===== config.mk =====
export PLATFORM = sky130hd
export DESIGN_NAME = row_count_chunk_scheduler
export DESIGN_NICKNAME = d
export VERILOG_FILES = /design/src/rtl/core/rccs_pkg.sv /design/src/rtl/core/row_count_chunk_scheduler.sv /design/src/rtl/core/rccs_fifo.sv /design/src/rtl/core/rccs_front.sv /design/src/rtl/core/rccs_back.sv
export SDC_FILE = /design/constraint.sdc
export NUM_CORES = 1
export LEC_CHECK = 0
export ABC_AREA = 1
export BUFFER_PORTS_ARGS = -buffer_cell sky130_fd_sc_hd__buf_2
export CORE_MARGIN = 2
export CORE_UTILIZATION = 40
export DETAILED_ROUTE_END_ITERATION = 7
export PLACE_DENSITY = 0.6
export SLEW_MARGIN = 20
export SYNTH_ARGS = -nofsm -noshare
export SYNTH_HDL_FRONTEND = slang
export SYNTH_SLANG_ARGS = --single-unit

===== constraint.sdc =====
create_clock -name clk -period 9.4 [get_ports clk]
set_input_delay 0 -clock clk [delete_from_list [all_inputs] [get_ports clk]]
set_output_delay 0 -clock clk [all_outputs]
set_load 0.03 [all_outputs]

===== src/rtl/core/rccs_pkg.sv =====
package rccs_pkg;

  // Fixed field widths
  localparam int ROW_W  = 8;    // row counter
  localparam int CNT_W  = 16;   // per-row item count
  localparam int IDX_W  = 6;    // descriptor slot / chunk counter
  localparam int ENT_W  = 24;   // start / length / first dynamic on the ports
  localparam int CS_W   = 16;   // chunk_size
  localparam int RS_W   = 8;    // row_step
  localparam int MF_W   = 6;    // max_fixed_chunks
  localparam int CFG_AW = 2;
  localparam int CFG_DW = 16;
  localparam int PROD_W = IDX_W + CS_W;

  // Remainder unit: (row + 1) mod row_step, three quotient bits per cycle
  localparam int DVD_W      = ROW_W + 1;
  localparam int DIV_BITS   = 3;
  localparam int DIV_CYCLES = DVD_W / DIV_BITS;
  localparam int DIVC_W     = 2;

  // Register indexes
  localparam logic [CFG_AW-1:0] REG_CHUNK_SIZE = 2'd0;
  localparam logic [CFG_AW-1:0] REG_ROW_STEP   = 2'd1;
  localparam logic [CFG_AW-1:0] REG_MAX_FIXED  = 2'd2;

  // Register reset values
  localparam logic [CS_W-1:0] CHUNK_SIZE_RST = 16'd224;
  localparam logic [RS_W-1:0] ROW_STEP_RST   = 8'd10;
  localparam logic [MF_W-1:0] MAX_FIXED_RST  = 6'd30;

  typedef struct packed {
    logic [CS_W-1:0] chunk_size;
    logic [RS_W-1:0] row_step;
    logic [MF_W-1:0] max_fixed;
  } cfg_t;

  // Classified row handed from front to back
  typedef struct packed {
    logic [CNT_W-1:0] cnt;
    logic             last;
    logic             tick;   // periodic partial flush due on this row
  } cmd_t;

  typedef struct packed {
    logic             valid;
    logic [IDX_W-1:0] index;
    logic [ENT_W-1:0] start;
    logic [ENT_W-1:0] length;
    logic [ENT_W-1:0] first_dynamic;
    logic             first_dynamic_valid;
    logic             last;
  } ent_t;

  typedef enum logic [1:0] {
    F_IDLE,
    F_DIV,
    F_PUSH
  } front_state_t;

  typedef enum logic [2:0] {
    B_IDLE,
    B_PLAN,
    B_FULL,
    B_FLUSH,
    B_LAST,
    B_FILL,
    B_END
  } back_state_t;

endpackage


===== src/rtl/core/row_count_chunk_scheduler.sv =====
// Row count chunk scheduler.
// Input queue side: one transaction per row (item count, last-row flag), taken
// at a clock edge with push high and full low. Result queue side: the oldest
// descriptor sits on the out_ ports while empty is low and leaves on pop.
// Configuration: cfg_we writes register cfg_addr (0 chunk_size, 1 row_step,
// 2 max_fixed_chunks) with cfg_wdata; write only while idle.
// The front holds a row through accept, the remainder unit that works out
// (row + 1) mod row_step, and the hand-over into a two-entry command queue,
// and takes no new row until that hand-over is done. The back fetches the
// row, adds the count and decides whether this row fills the fixed table
// (one 6x16 multiply), then cuts the full chunks, flushes and closes the
// row; the last row also zero-fills the remaining slots.
// A descriptor leaves the back through a holding register so
// the final one of a job can be tagged last.
// A synchronous reset restores the register defaults and clears the job state.
// A stalled receiver fills the two-entry result queue and then stops the
// back; the command queue then fills and full rises.
module row_count_chunk_scheduler
  import rccs_pkg::*;
#(
  parameter int ENTRY_COUNT = 32,
  parameter int TOTAL_BITS  = 24
) (
  input  logic              clk,
  input  logic              rst_n,
  // input channel
  input  logic              push,
  output logic              full,
  input  logic [CNT_W-1:0]  in_row_item_count,
  input  logic              in_last_row,
  // result channel
  output logic              empty,
  input  logic              pop,
  output logic              out_entry_valid,
  output logic [IDX_W-1:0]  out_entry_index,
  output logic [ENT_W-1:0]  out_entry_start,
  output logic [ENT_W-1:0]  out_entry_length,
  output logic [ENT_W-1:0]  out_first_dynamic,
  output logic              out_first_dynamic_valid,
  output logic              out_last,
  // configuration
  input  logic              cfg_we,
  input  logic [CFG_AW-1:0] cfg_addr,
  input  logic [CFG_DW-1:0] cfg_wdata
);

  localparam int CMD_W = $bits(cmd_t);
  localparam int OUT_W = $bits(ent_t);

  cfg_t             cfg_r;
  cmd_t             front_cmd;
  logic             front_cmd_valid, cmd_full, cmd_empty, cmd_pop;
  logic [CMD_W-1:0] cmd_q;
  ent_t             back_ent, out_ent;
  logic             back_push, out_full;
  logic [OUT_W-1:0] out_q;

  // Hold the configuration; a write to an unknown index is dropped
  always_ff @(posedge clk) begin
    if (!rst_n) begin
      cfg_r.chunk_size <= CHUNK_SIZE_RST;
      cfg_r.row_step   <= ROW_STEP_RST;
      cfg_r.max_fixed  <= MAX_FIXED_RST;
    end else if (cfg_we) begin
      case (cfg_addr)
        REG_CHUNK_SIZE: cfg_r.chunk_size <= cfg_wdata;
        REG_ROW_STEP:   cfg_r.row_step   <= cfg_wdata[RS_W-1:0];
        REG_MAX_FIXED:  cfg_r.max_fixed  <= cfg_wdata[MF_W-1:0];
        default: ;
      endcase
    end
  end

  // Front: take the row, classify the periodic flush
  rccs_front u_front (
    .clk               (clk),
    .rst_n             (rst_n),
    .cfg               (cfg_r),
    .in_push           (push),
    .in_row_item_count (in_row_item_count),
    .in_last_row       (in_last_row),
    .in_full           (full),
    .cmd_data          (front_cmd),
    .cmd_valid         (front_cmd_valid),
    .cmd_full          (cmd_full)
  );

  // Short command queue decouples the two halves
  rccs_fifo #(
    .WIDTH (CMD_W),
    .DEPTH (2)
  ) u_cmd_q (
    .clk     (clk),
    .rst_n   (rst_n),
    .wr_en   (front_cmd_valid),
    .wr_data (front_cmd),
    .full    (cmd_full),
    .rd_en   (cmd_pop),
    .rd_data (cmd_q),
    .empty   (cmd_empty)
  );

  // Back: cut chunks, flush, zero fill
  rccs_back #(
    .ENTRY_COUNT (ENTRY_COUNT),
    .TOTAL_BITS  (TOTAL_BITS)
  ) u_back (
    .clk       (clk),
    .rst_n     (rst_n),
    .cfg       (cfg_r),
    .cmd_data  (cmd_t'(cmd_q)),
    .cmd_empty (cmd_empty),
    .cmd_pop   (cmd_pop),
    .out_data  (back_ent),
    .out_push  (back_push),
    .out_full  (out_full)
  );

  // Result queue: absorbs receiver stalls until it fills, then holds up the back
  rccs_fifo #(
    .WIDTH (OUT_W),
    .DEPTH (2)
  ) u_out_q (
    .clk     (clk),
    .rst_n   (rst_n),
    .wr_en   (back_push),
    .wr_data (back_ent),
    .full    (out_full),
    .rd_en   (pop),
    .rd_data (out_q),
    .empty   (empty)
  );

  assign out_ent                 = ent_t'(out_q);
  assign out_entry_valid         = out_ent.valid;
  assign out_entry_index         = out_ent.index;
  assign out_entry_start         = out_ent.start;
  assign out_entry_length        = out_ent.length;
  assign out_first_dynamic       = out_ent.first_dynamic;
  assign out_first_dynamic_valid = out_ent.first_dynamic_valid;
  assign out_last                = out_ent.last;

endmodule


===== src/rtl/core/rccs_fifo.sv =====
module rccs_fifo
  import rccs_pkg::*;
#(
  parameter int WIDTH = 8,
  parameter int DEPTH = 2
) (
  input  logic             clk,
  input  logic             rst_n,
  input  logic             wr_en,
  input  logic [WIDTH-1:0] wr_data,
  output logic             full,
  input  logic             rd_en,
  output logic [WIDTH-1:0] rd_data,
  output logic             empty
);

  localparam int PTR_W = $clog2(DEPTH);
  localparam int CNT_W2 = $clog2(DEPTH + 1);
  localparam logic [PTR_W-1:0] LAST_PTR = PTR_W'(DEPTH - 1);

  logic [WIDTH-1:0]  mem_r [DEPTH];
  logic [PTR_W-1:0]  wr_ptr_r, rd_ptr_r;
  logic [CNT_W2-1:0] count_r, count_nxt;
  logic              do_wr, do_rd;

  assign full    = (count_r == CNT_W2'(DEPTH));
  assign empty   = (count_r == '0);
  assign do_wr   = wr_en && !full;
  assign do_rd   = rd_en && !empty;
  assign rd_data = mem_r[rd_ptr_r];

  always_comb begin
    count_nxt = count_r;
    if (do_wr && !do_rd) begin
      count_nxt = count_r + 1'b1;
    end else if (do_rd && !do_wr) begin
      count_nxt = count_r - 1'b1;
    end
  end

  always_ff @(posedge clk) begin
    if (!rst_n) begin
      wr_ptr_r <= '0;
      rd_ptr_r <= '0;
      count_r  <= '0;
    end else begin
      count_r <= count_nxt;
      if (do_wr) begin
        wr_ptr_r <= (wr_ptr_r == LAST_PTR) ? '0 : wr_ptr_r + 1'b1;
      end
      if (do_rd) begin
        rd_ptr_r <= (rd_ptr_r == LAST_PTR) ? '0 : rd_ptr_r + 1'b1;
      end
    end
  end

  always_ff @(posedge clk) begin
    if (do_wr) begin
      mem_r[wr_ptr_r] <= wr_data;
    end
  end

endmodule


===== src/rtl/core/rccs_front.sv =====
module rccs_front
  import rccs_pkg::*;
(
  input  logic             clk,
  input  logic             rst_n,
  input  cfg_t             cfg,
  input  logic             in_push,
  input  logic [CNT_W-1:0] in_row_item_count,
  input  logic             in_last_row,
  output logic             in_full,
  output cmd_t             cmd_data,
  output logic             cmd_valid,
  input  logic             cmd_full
);

  front_state_t      fstate_r, fstate_nxt;
  logic [ROW_W-1:0]  row_r, row_nxt;
  logic [DVD_W-1:0]  dvd_r, dvd_v;
  logic [RS_W-1:0]   rem_r, rem_v;
  logic [RS_W:0]     trial;
  logic [DIVC_W-1:0] div_cnt_r;
  logic [CNT_W-1:0]  cnt_r;
  logic              last_r;
  logic              accept;

  assign in_full = (fstate_r != F_IDLE);
  assign accept  = in_push && !in_full;

  // Restoring remainder, a few quotient bits per cycle
  always_comb begin
    rem_v = rem_r;
    dvd_v = dvd_r;
    trial = '0;
    for (int b = 0; b < DIV_BITS; b++) begin
      trial = {rem_v, dvd_v[DVD_W-1]};
      dvd_v = {dvd_v[DVD_W-2:0], 1'b0};
      if (trial >= {1'b0, cfg.row_step}) begin
        trial = trial - {1'b0, cfg.row_step};
      end
      rem_v = trial[RS_W-1:0];
    end
  end

  always_comb begin
    fstate_nxt = fstate_r;
    row_nxt    = row_r;
    cmd_valid  = 1'b0;
    case (fstate_r)
      F_IDLE: begin
        if (accept) begin
          fstate_nxt = F_DIV;
          row_nxt    = in_last_row ? ROW_W'(1) : row_r + 1'b1;
        end
      end
      F_DIV: begin
        if (div_cnt_r == DIVC_W'(DIV_CYCLES - 1)) begin
          fstate_nxt = F_PUSH;
        end
      end
      F_PUSH: begin
        cmd_valid = 1'b1;
        if (!cmd_full) begin
          fstate_nxt = F_IDLE;
        end
      end
      default: fstate_nxt = F_IDLE;
    endcase
  end

  assign cmd_data.cnt  = cnt_r;
  assign cmd_data.last = last_r;
  assign cmd_data.tick = (cfg.row_step != '0) && (rem_r == '0);

  always_ff @(posedge clk) begin
    if (!rst_n) begin
      fstate_r <= F_IDLE;
      row_r    <= ROW_W'(1);
    end else begin
      fstate_r <= fstate_nxt;
      row_r    <= row_nxt;
    end
  end

  always_ff @(posedge clk) begin
    if (accept) begin
      cnt_r     <= in_row_item_count;
      last_r    <= in_last_row;
      dvd_r     <= DVD_W'(row_r) + DVD_W'(1);
      rem_r     <= '0;
      div_cnt_r <= '0;
    end else if (fstate_r == F_DIV) begin
      dvd_r     <= dvd_v;
      rem_r     <= rem_v;
      div_cnt_r <= div_cnt_r + 1'b1;
    end
  end

endmodule


===== src/rtl/core/rccs_back.sv =====
module rccs_back
  import rccs_pkg::*;
#(
  parameter int ENTRY_COUNT = 32,
  parameter int TOTAL_BITS  = 24
) (
  input  logic clk,
  input  logic rst_n,
  input  cfg_t cfg,
  input  cmd_t cmd_data,
  input  logic cmd_empty,
  output logic cmd_pop,
  output ent_t out_data,
  output logic out_push,
  input  logic out_full
);

  localparam int TB    = TOTAL_BITS;
  localparam int SUM_W = ((TB > PROD_W) ? TB : PROD_W) + 1;
  localparam logic [IDX_W-1:0] ENTRIES = IDX_W'(ENTRY_COUNT);

  back_state_t       bstate_r, bstate_nxt;
  cmd_t              cmd_r;
  logic              active_r;
  logic [TB-1:0]     total_r, base_r, dyn_r;
  logic              fixed_r;
  logic [IDX_W-1:0]  issued_r;
  logic [PROD_W-1:0] prod_r;
  ent_t              pend_r;
  logic              pend_v_r;

  logic [IDX_W-1:0]  lim, need;
  logic              has_room, full_fit;
  logic [TB:0]       sum, cut_end;
  logic [TB-1:0]     total_sat, total_new;
  logic [SUM_W-1:0]  end_full, end_m1, total_s;
  logic              reach_full, k_ok, reach_flush, reached;
  logic [TB-1:0]     dyn_nxt;
  logic              fixed_nxt;

  logic              gen_v, fire, done;
  logic [IDX_W-1:0]  gen_idx;
  logic [ENT_W-1:0]  gen_start, gen_len;

  assign lim      = (cfg.max_fixed > ENTRIES) ? ENTRIES : cfg.max_fixed;
  assign has_room = (issued_r < lim);
  assign need     = lim - issued_r;

  // Saturating running total
  assign sum       = {1'b0, total_r} + (TB+1)'(cmd_r.cnt);
  assign total_sat = sum[TB] ? '1 : sum[TB-1:0];
  assign total_new = active_r ? total_sat : total_r;

  assign cut_end  = {1'b0, base_r} + (TB+1)'(cfg.chunk_size);
  assign full_fit = (cut_end <= {1'b0, total_r});

  // Work out ahead of emission whether this row fills the fixed table,
  // so every descriptor of the row carries the final first-dynamic value
  assign end_full    = SUM_W'(base_r) + SUM_W'(prod_r);
  assign end_m1      = end_full - SUM_W'(cfg.chunk_size);
  assign total_s     = SUM_W'(total_new);
  assign reach_full  = (cfg.chunk_size != '0) && (end_full <= total_s);
  assign k_ok        = (cfg.chunk_size != '0) ? (end_m1 <= total_s) : (need == IDX_W'(1));
  assign reach_flush = cmd_r.tick && k_ok && (end_m1 != total_s);
  assign reached     = reach_full || reach_flush;

  always_comb begin
    dyn_nxt   = dyn_r;
    fixed_nxt = fixed_r;
    if (active_r && reach_full) begin
      dyn_nxt   = end_full[TB-1:0];
      fixed_nxt = 1'b1;
    end else if (active_r && reach_flush) begin
      dyn_nxt   = total_new;
      fixed_nxt = 1'b1;
    end
    if (cmd_r.last) begin
      if ((active_r && !reached) || (!active_r && !fixed_r)) begin
        dyn_nxt = total_new;
      end
      fixed_nxt = 1'b1;
    end
  end

  assign fire = gen_v && (!pend_v_r || !out_full);

  always_comb begin
    bstate_nxt = bstate_r;
    cmd_pop    = 1'b0;
    gen_v      = 1'b0;
    gen_idx    = issued_r;
    gen_start  = ENT_W'(base_r);
    gen_len    = ENT_W'(total_r - base_r);
    done       = 1'b0;
    out_push   = fire && pend_v_r;
    out_data   = pend_r;
    out_data.first_dynamic       = ENT_W'(dyn_r);
    out_data.first_dynamic_valid = fixed_r;
    out_data.last                = 1'b0;
    case (bstate_r)
      B_IDLE: begin
        if (!cmd_empty) begin
          cmd_pop    = 1'b1;
          bstate_nxt = B_PLAN;
        end
      end
      B_PLAN: bstate_nxt = B_FULL;
      B_FULL: begin
        if (active_r && (cfg.chunk_size != '0) && has_room && full_fit) begin
          gen_v   = 1'b1;
          gen_len = ENT_W'(cfg.chunk_size);
        end else begin
          bstate_nxt = B_FLUSH;
        end
      end
      B_FLUSH: begin
        if (active_r && cmd_r.tick && has_room && (base_r != total_r)) begin
          gen_v = 1'b1;
          if (fire) begin
            bstate_nxt = B_LAST;
          end
        end else begin
          bstate_nxt = B_LAST;
        end
      end
      B_LAST: begin
        if (!cmd_r.last) begin
          bstate_nxt = B_END;
        end else if (has_room) begin
          gen_v = 1'b1;
          if (fire) begin
            bstate_nxt = B_FILL;
          end
        end else begin
          bstate_nxt = B_FILL;
        end
      end
      B_FILL: begin
        if (issued_r < ENTRIES) begin
          gen_v     = 1'b1;
          gen_start = '0;
          gen_len   = '0;
        end else begin
          bstate_nxt = B_END;
        end
      end
      B_END: begin
        if (pend_v_r || cmd_r.last) begin
          out_push      = 1'b1;
          out_data.last = cmd_r.last;
          if (!pend_v_r) begin
            out_data.valid  = 1'b0;
            out_data.index  = '0;
            out_data.start  = '0;
            out_data.length = '0;
          end
          if (!out_full) begin
            done       = 1'b1;
            bstate_nxt = B_IDLE;
          end
        end else begin
          done       = 1'b1;
          bstate_nxt = B_IDLE;
        end
      end
      default: bstate_nxt = B_IDLE;
    endcase
  end

  always_ff @(posedge clk) begin
    if (!rst_n) begin
      bstate_r <= B_IDLE;
      active_r <= 1'b0;
      total_r  <= '0;
      base_r   <= '0;
      issued_r <= '0;
      dyn_r    <= '0;
      fixed_r  <= 1'b0;
      pend_v_r <= 1'b0;
    end else begin
      bstate_r <= bstate_nxt;
      case (bstate_r)
        B_IDLE: begin
          if (!cmd_empty) begin
            active_r <= has_room;
          end
        end
        B_PLAN: begin
          if (active_r) begin
            total_r <= total_sat;
          end
        end
        B_FULL: begin
          if (fire) begin
            issued_r <= issued_r + 1'b1;
            base_r   <= cut_end[TB-1:0];
          end
        end
        B_FLUSH, B_LAST: begin
          if (fire) begin
            issued_r <= issued_r + 1'b1;
            base_r   <= total_r;
          end
        end
        B_FILL: begin
          if (fire) begin
            issued_r <= issued_r + 1'b1;
          end
        end
        B_END: begin
          if (done && cmd_r.last) begin
            total_r  <= '0;
            base_r   <= '0;
            issued_r <= '0;
            dyn_r    <= '0;
            fixed_r  <= 1'b0;
          end
        end
        default: ;
      endcase
      // Settle first-dynamic before any descriptor of the row leaves
      if (bstate_r == B_PLAN) begin
        dyn_r   <= dyn_nxt;
        fixed_r <= fixed_nxt;
      end
      if (fire) begin
        pend_v_r <= 1'b1;
      end else if (done) begin
        pend_v_r <= 1'b0;
      end
    end
  end

  always_ff @(posedge clk) begin
    if (bstate_r == B_IDLE && !cmd_empty) begin
      cmd_r  <= cmd_data;
      prod_r <= PROD_W'(need) * PROD_W'(cfg.chunk_size);
    end
    if (fire) begin
      pend_r.valid               <= 1'b1;
      pend_r.index               <= gen_idx;
      pend_r.start               <= gen_start;
      pend_r.length              <= gen_len;
      pend_r.first_dynamic       <= '0;
      pend_r.first_dynamic_valid <= 1'b0;
      pend_r.last                <= 1'b0;
    end
  end

endmodule

==> flow_metrics.env, run 1 <==
export IMPL_pwr_density_cell_mw_per_mm2=388.6
export IMPL_antenna_left=0
export IMPL_cts_path_max_buffers=3
export IMPL_regToRegSetupSlack_ps=2590
export IMPL_grtUsageTotal_pct=22.16
export IMPL_place_congestion=0.9955
export IMPL_p_leak_uw=0.01490
export IMPL_synthXorXnorAreaFrac_pct=3.909
export IMPL_synth_top_family_by_area="simple AND/OR/NAND/NOR gates"
export IMPL_syn_mean_instance_area_sq_um=8.565
export IMPL_clock_latency_ps=620
export IMPL_ctsResizeCount=0
export IMPL_avgViaCountPerCell=5.125
export IMPL_tns_ps=0
export IMPL_skew_ps=27.83
export IMPL_async_reset_ff_share_pct=0
export IMPL_reg2regPathDepth=40
export IMPL_cts_max_level=2
export IMPL_yosysSeqAreaShare_pct=41.65
export IMPL_grt_pass1_wl_um=132400
export IMPL_synth_ff_type="edfxtp_1"
export IMPL_cts_made_buffers=50
export IMPL_root_buffer="clkbuf_16"
export IMPL_pre_cts_ws_ps=2652
export IMPL_fin_crit_sh_pct=72.44
export IMPL_placed_cell_area_sq_mm=0.03146
export IMPL_synth_top_cell_area_share_pct=32.05
export IMPL_violations="DRC"
export IMPL_fin_nets=3983
export IMPL_critPathKind="reg2reg"
export IMPL_drv_slew=0
export IMPL_cp_top_family="compound AO/OA/AOI/OAI gates"
export IMPL_synth_fa_ha_area_share_pct=14.18
export IMPL_cts_tree="built"
export IMPL_areaGrowthSynthToFinish_pct=12.87
export IMPL_rows=100
export IMPL_totalWireLength_um=85840
export IMPL_wl_per_cell_um=18.43
export IMPL_relSlewSlack_pct=36.72
export IMPL_synth_compound_area_share_pct=9.960
export IMPL_r2r_end="u_front.rem_r[6]"
export IMPL_synth_area_leaders="edfxtp_1 (32%), nand2_1 (9.8%), ha_1 (9.7%)"
export IMPL_max_stage_delay_ps=480
export IMPL_grt_pass1_vias=22850
export IMPL_critPathMostFrequentCell="nand2_1"
export IMPL_die_w_um=276.9
export IMPL_hold_buffers=50
export IMPL_synth_common_cells="nand2_1 (774), inv_1 (509), nor2_1 (323)"
export IMPL_setup_violations=0
export IMPL_max_cap_viol_count=0
export IMPL_drive_gt1_share_pct=10.23
export IMPL_crit_buf_inv=5
export IMPL_outcome="complete, but fails checks"
export IMPL_tightest_slew_ps=949.2
export IMPL_min_period_ps=6810
export IMPL_io_pins=123
export IMPL_ys_ff_latch=461
export IMPL_yosys_area_top_type="edfxtp_1"
export IMPL_critPathSlowestCell="o21ai_0"
export IMPL_dr_pass1_iters=8
export IMPL_grt_overflow=0
export IMPL_post_cts_setup_buffers=0
export IMPL_route_detailed_drc=6
export IMPL_critical_path_required_ps=9910
export IMPL_max_freq_mhz=146.9
export IMPL_yosysUniqueCellTypes=60
export IMPL_io_buffers=122
export IMPL_die_h_um=276.9
export IMPL_end_kind="flop"
export IMPL_total_power_uw=13070
export IMPL_max_vdd_ir_drop_v=0.0003954
export IMPL_final_hold_violation_count=0
export IMPL_synthesis_instances=3479
export IMPL_cp_start_kind="flop"
export IMPL_grt_setup_unrepaired="no"
export IMPL_fin_ws_ps=2590
export IMPL_synth_edff_count=318
export IMPL_whs_endpoint="u_front.cnt_r[15]"
export IMPL_core_area_sq_mm=0.07407
export IMPL_cts_sinks=461
export IMPL_synthMuxAreaShare_pct=3.099
export IMPL_cp_arrival_ps=7320
export IMPL_routed_via_count=23870
export IMPL_final_area_sq_mm=0.03363
export IMPL_dp_hpwl_um=65130
export IMPL_syn_nets=3817
export IMPL_clkTransAtPathRegs_ps=60
export IMPL_drt_iter0_drc=1847
export IMPL_synth_warnings=0
export IMPL_timing_rr_start="cfg_r[7]"
export IMPL_synthSimpleGateAreaFrac_pct=19.29
export IMPL_grt_start_max_net_pins=82
export IMPL_antenna_found_initial=2
export IMPL_crit_fanout=15
export IMPL_initial_utilization_pct=40.23
export IMPL_dieArea_sq_mm=0.07669
export IMPL_synth_area_sq_mm=0.02980
export IMPL_hold_path_class="in2reg"
export IMPL_yosysMostFrequentCell="nand2_1"
export IMPL_holdWs_ps=88.68
export IMPL_min_from="in_row_item_count[15]"
export IMPL_min_path_cells=2
stage by stage:
step	utilization, %	instances
CTS	45.40	4656
global placement	42.46	4512
global route	45.40	4656
floorplan	-	3479
finish	45.41	4658
detailed placement	42.47	4512
cells by family (layout without fill, tap and decap cells):
family / Yosys count / after routing
other: 0 / 2
buffers and inverters: 607 / 815
DFF: 461 / 461
and+or+nand+nor: 1373 / 1373
AOI/OAI and AO/OA: 525 / 525
xor gates and xnor gates: 133 / 133
muxes: 82 / 82
adders and majority gates: 298 / 298
area by class of cell:
cell class	instances	area, sq um
inverter	525	1974
sequential	461	12420
multi-input combinational	2411	15070
fill	7313	40440
timing repair buffer	196	1291
tap	969	1212
antenna	2	5.005
clock inverter	30	344.1
clock buffer	64	1324
sequential cells by signal, summed over array words and instances (netlist names), 2 cells and up, named ones only:
register / flops
u_out_q.mem_r: 162
u_back.pend_r: 54
u_cmd_q.mem_r: 36
cfg_r: 30
u_back.base_r: 24
u_back.dyn_r: 24
u_back.total_r: 24
u_back.prod_r: 22
u_back.cmd_r: 18
u_front.cnt_r: 16
u_front.dvd_r: 9
u_front.rem_r: 8
u_front.row_r: 8
u_back.gen_idx: 6
u_back.bstate_r: 3
u_cmd_q.count_r: 2
u_front.div_cnt_r: 2
u_front.fstate_r: 2
u_out_q.count_r: 2
layout by cell type (no fill, tap or decap), types with 10 or more instances in the layout:
master         Yosys  final
a211oi_1          12     12
a21oi_1          229    228
buf_2              7    122
buf_4              2     24
clkbuf_1          63     12
clkbuf_16          0     50
clkinv_1           3     13
dfxtp_1          143    142
dlygate4sd3_1      0     50
edfxtp_1         318    318
fa_1              66     66
ha_1             232    232
inv_1            509    507
inv_2             12     13
mux2_2            82     82
nand2_1          774    774
nand2_2           15     15
nand3_1          136    136
nand3_2           12     12
nand4_1           46     46
nor2_1           323    320
nor2_2            11     13
nor3_1            25     25
nor4_1            11     10
o211ai_1          12     12
o21ai_0          141    141
o21ai_1           12     12
o21bai_1          34     34
o22ai_1           35     35
xnor2_1           52     52
xor2_1            81     80
routing by layer:
| layer | GRT usage, % | share of wire [%] | vias up |
|---|---|---|---|
| met5 | 0 | 0.014 | - |
| met4 | 9.797 | 4.7 | 2 |
| met3 | 3.451 | 5.5 | 183 |
| met2 | 36.23 | 46 | 658 |
| met1 | 29.08 | 44 | 11160 |
| li1 | - | - | 11870 |
worst max path at each step:
stage               from                   to  slack (ps)  cells after the start
2_1_floorplan  cfg_r[17]  u_out_q.mem_r[0][0]        2240                     24
3_3_place_gp    cfg_r[7]     u_front.rem_r[7]        2750                     40
3_5_place_dp    cfg_r[7]     u_front.rem_r[6]        2650                     40
4_1_cts         cfg_r[3]    u_back.prod_r[20]        2660                     34
5_1_grt         cfg_r[7]     u_front.rem_r[3]        1590                     40
6_report        cfg_r[7]     u_front.rem_r[6]        2590                     40
report_power, final:
group / internal [uW] / leakage, uW / switching (uW)
registers: 2620 / 0.00408 / 288
logic: 2910 / 0.0100 / 5270
clock network: 1140 / 0.000801 / 837
(Power assumes the default switching activity.)
==> inputs of run 2 (changes only) <==
- ABC_AREA: 1 -> 0
- PLACE_DENSITY: 0.6 -> 0.62
- clock period: 9.4 -> 6.25 ns (I/O delays scaled with it)
==> run 2 against run 1 <==
Compared with the run above: the run now ends clean; combinational power fell by 8.7%; via count down 2.0%; sequential power is 33% higher; critical path depth decreased by 5; worst setup slack lost 2400 ps; first-iteration DRC count is 15% lower; final cell count is 9.7% lower; core utilization increased by 3.7 points; routed wire length up 2.8%.
==> flow_metrics.env, run 2 <==
export IMPL_outcome="completed"
export IMPL_min_from="in_row_item_count[7]"
export IMPL_dieArea_sq_mm=0.07496
export IMPL_critPathMostFrequentCell="o21ai_1"
export IMPL_core_area_sq_mm=0.07173
export IMPL_ys_ff_latch=461
export IMPL_layout_common_cells="edfxtp_1 (318), nor2_1 (234), buf_4 (225)"
export IMPL_synth_area_leaders="edfxtp_1 (33%), ha_1 (10%), dfxtp_1 (9.8%)"
export IMPL_cp_start_kind="flop"
export IMPL_drt_iter0_drc=1578
export IMPL_die_h_um=273.8
export IMPL_io_buffers=122
export IMPL_final_hold_violation_count=0
export IMPL_nFillCells=6562
export IMPL_fin_nets=3551
export IMPL_grt_start_max_net_pins=71
export IMPL_largest_reg_flops=162
export IMPL_synth_warnings=0
export IMPL_avgViaCountPerCell=5.558
export IMPL_max_cap_viol_count=0
export IMPL_yosys_area_top_type="edfxtp_1"
export IMPL_reg_largest_list="u_out_q.mem_r: 162 flops, u_back.pend_r: 54 flops, u_cmd_q.mem_r: 36 flops"
export IMPL_synthMuxAreaShare_pct=4.938
export IMPL_crit_start="cfg_r[7]"
export IMPL_root_buffer="clkbuf_16"
export IMPL_die_w_um=273.8
export IMPL_max_vdd_ir_drop_v=0.0009357
export IMPL_async_reset_ff_share_pct=0
export IMPL_cts_max_level=2
export IMPL_synth_ff_type="edfxtp_1"
export IMPL_route_detailed_drc=0
export IMPL_synthesis_instances=2856
export IMPL_rows=98
export IMPL_antenna_found_initial=3
export IMPL_reg2regPathDepth=35
export IMPL_p_leak_uw=0.01403
export IMPL_min_period_ps=6033
export IMPL_regToRegSetupSlack_ps=220
export IMPL_dr_pass1_iters=6
export IMPL_final_area_sq_mm=0.03520
export IMPL_totalWireLength_um=88260
export IMPL_setup_violations=0
export IMPL_synth_fa_ha_area_share_pct=14.51
export IMPL_largest_register="u_out_q.mem_r"
export IMPL_antenna_left=0
export IMPL_syn_mean_instance_area_sq_um=10.19
export IMPL_holdWs_ps=90.24
export IMPL_max_freq_mhz=165.8
export IMPL_clock_latency_ps=620
export IMPL_syn_nets=3194
export IMPL_critical_path_required_ps=6750
export IMPL_grt_pass1_wl_um=133700
export IMPL_crit_buf_inv=4
export IMPL_synth_area_sq_mm=0.02912
export IMPL_yosysSeqAreaShare_pct=42.63
export IMPL_critPathKind="reg2reg"
export IMPL_cts_made_buffers=52
export IMPL_grtUsageTotal_pct=22.94
export IMPL_synth_top_family_by_area="compound AO/OA/AOI/OAI gates"
export IMPL_synth_common_cells="edfxtp_1 (318), nor2_1 (238), ha_1 (232)"
export IMPL_grt_pass1_vias=23450
export IMPL_max_stage_delay_ps=380
export IMPL_drive_gt1_share_pct=20.98
export IMPL_layout_commonest_cell="edfxtp_1"
export IMPL_yosysMostFrequentCell="edfxtp_1"
export IMPL_pwr_density_cell_mw_per_mm2=411.0
export IMPL_initial_utilization_pct=40.59
export IMPL_critPathSlowestCell="a221oi_4"
export IMPL_cts_path_max_buffers=3
export IMPL_grt_overflow=0
export IMPL_cp_arrival_ps=6530
export IMPL_end_kind="flop"
export IMPL_crit_fanout=5
export IMPL_placed_cell_area_sq_mm=0.03233
export IMPL_whs_endpoint="u_front.cnt_r[7]"
export IMPL_relSlewSlack_pct=21.00
export IMPL_hold_path_class="in2reg"
export IMPL_synth_top_cell_area_share_pct=32.80
export IMPL_tightest_slew_ps=1170
export IMPL_grt_setup_unrepaired="yes"
export IMPL_io_pins=123
export IMPL_areaGrowthSynthToFinish_pct=20.91
export IMPL_timing_rr_start="cfg_r[7]"
export IMPL_seq_area_sq_mm=0.01243
export IMPL_yosysUniqueCellTypes=98
export IMPL_cp_top_family="compound AO/OA/AOI/OAI gates"
export IMPL_skew_ps=39.50
export IMPL_wl_per_cell_um=20.98
export IMPL_place_congestion=0.9839
export IMPL_cts_tree="built"
export IMPL_fin_util_pct=49.08
export IMPL_r2r_end="u_front.rem_r[6]"
export IMPL_min_path_cells=2
export IMPL_cts_sinks=461
export IMPL_fin_crit_sh_pct=96.52
export IMPL_clkTransAtPathRegs_ps=60
export IMPL_routed_via_count=23380
export IMPL_synthXorXnorAreaFrac_pct=4.383
export IMPL_synth_compound_area_share_pct=15.62
export IMPL_dp_hpwl_um=66920
export IMPL_drv_slew=0
export IMPL_synth_edff_count=318
export IMPL_synthSimpleGateAreaFrac_pct=13.76
export IMPL_multi_input_area_sq_mm=0.01596
run 2: what timing repair did:
item / 4_1_cts / 5_1_grt
pin swaps: 3 / 49
setup endpoints to repair: 10 / 225
gates cloned: 0 / 8
setup buffers: 0 / 25
resized for setup: 3 / 80
hold buffers: 42 / 0
endpoints found under the hold margin: 63 / 0
run 2: cells by family after synthesis:
| family | count (synthesis) |
|---|---|
| fa+ha+maj | 298 |
| xor+xnor | 144 |
| compound gates | 681 |
| flops | 461 |
| simple gates | 827 |
| buf+inv | 315 |
| mux | 130 |
run 2: layer usage:
metal | global-route usage [%] | vias to the layer above | part of all wire [%]
met5 | 0 | - | 0.012
met4 | 9.692 | 2 | 4.5
li1 | - | 11040 | -
met3 | 2.965 | 206 | 5.2
met1 | 29.61 | 11420 | 43
met2 | 38.65 | 716 | 47
run 2: final cells by class:
cell class | instances | share of cell area, %
antenna | 1 | 0.007108
clock buffer | 61 | 3.821
clock inverter | 36 | 1.159
inverter | 208 | 2.218
multi-input combinational | 2082 | 45.34
sequential | 461 | 35.30
tap | 950 | 3.376
timing repair buffer | 408 | 8.779
run 2: how the worst max path moves through the flow:
stage / end / slack, ps / cells past startpoint
final: u_front.rem_r[6] / 220 / 35
after global routing: u_front.rem_r[3] / -120 / 37
after CTS: u_front.rem_r[1] / -4 / 35
after detailed placement: u_front.rem_r[1] / -80 / 33
after global placement: u_front.rem_r[0] / -3 / 36
after floorplan: u_front.rem_r[0] / 10 / 35
run 2: report_power, final:
group	leakage (uW)	switching, uW	internal, uW
sequential	0.00404	270	3610
combinational	0.00916	4210	3250
clock	0.000834	1310	1810
run 2: through the flow:
stage	instances	setup TNS [ps]	setup WS (ps)	total power [uW]
final	4207	0	217.4	14470
after global routing	4206	-1194	-116.8	15410
after CTS	4173	-4.329	-4.329	13980
after detailed placement	4034	-222.9	-79.69	10760
after global placement	4034	-2.753	-2.753	10630
after floorplan	2856	0	10.58	8722
run 2: worst register-to-register path: cells and delay by family, from the launching register on:
kind	cells	cell delay, ps
buffers and inverters	4	390
multiplexers	2	540
AND/OR/NAND/NOR	4	410
adder cells (fa/ha/maj)	3	760
flip-flops	1	330
AO/OA/AOI/OAI	22	3470
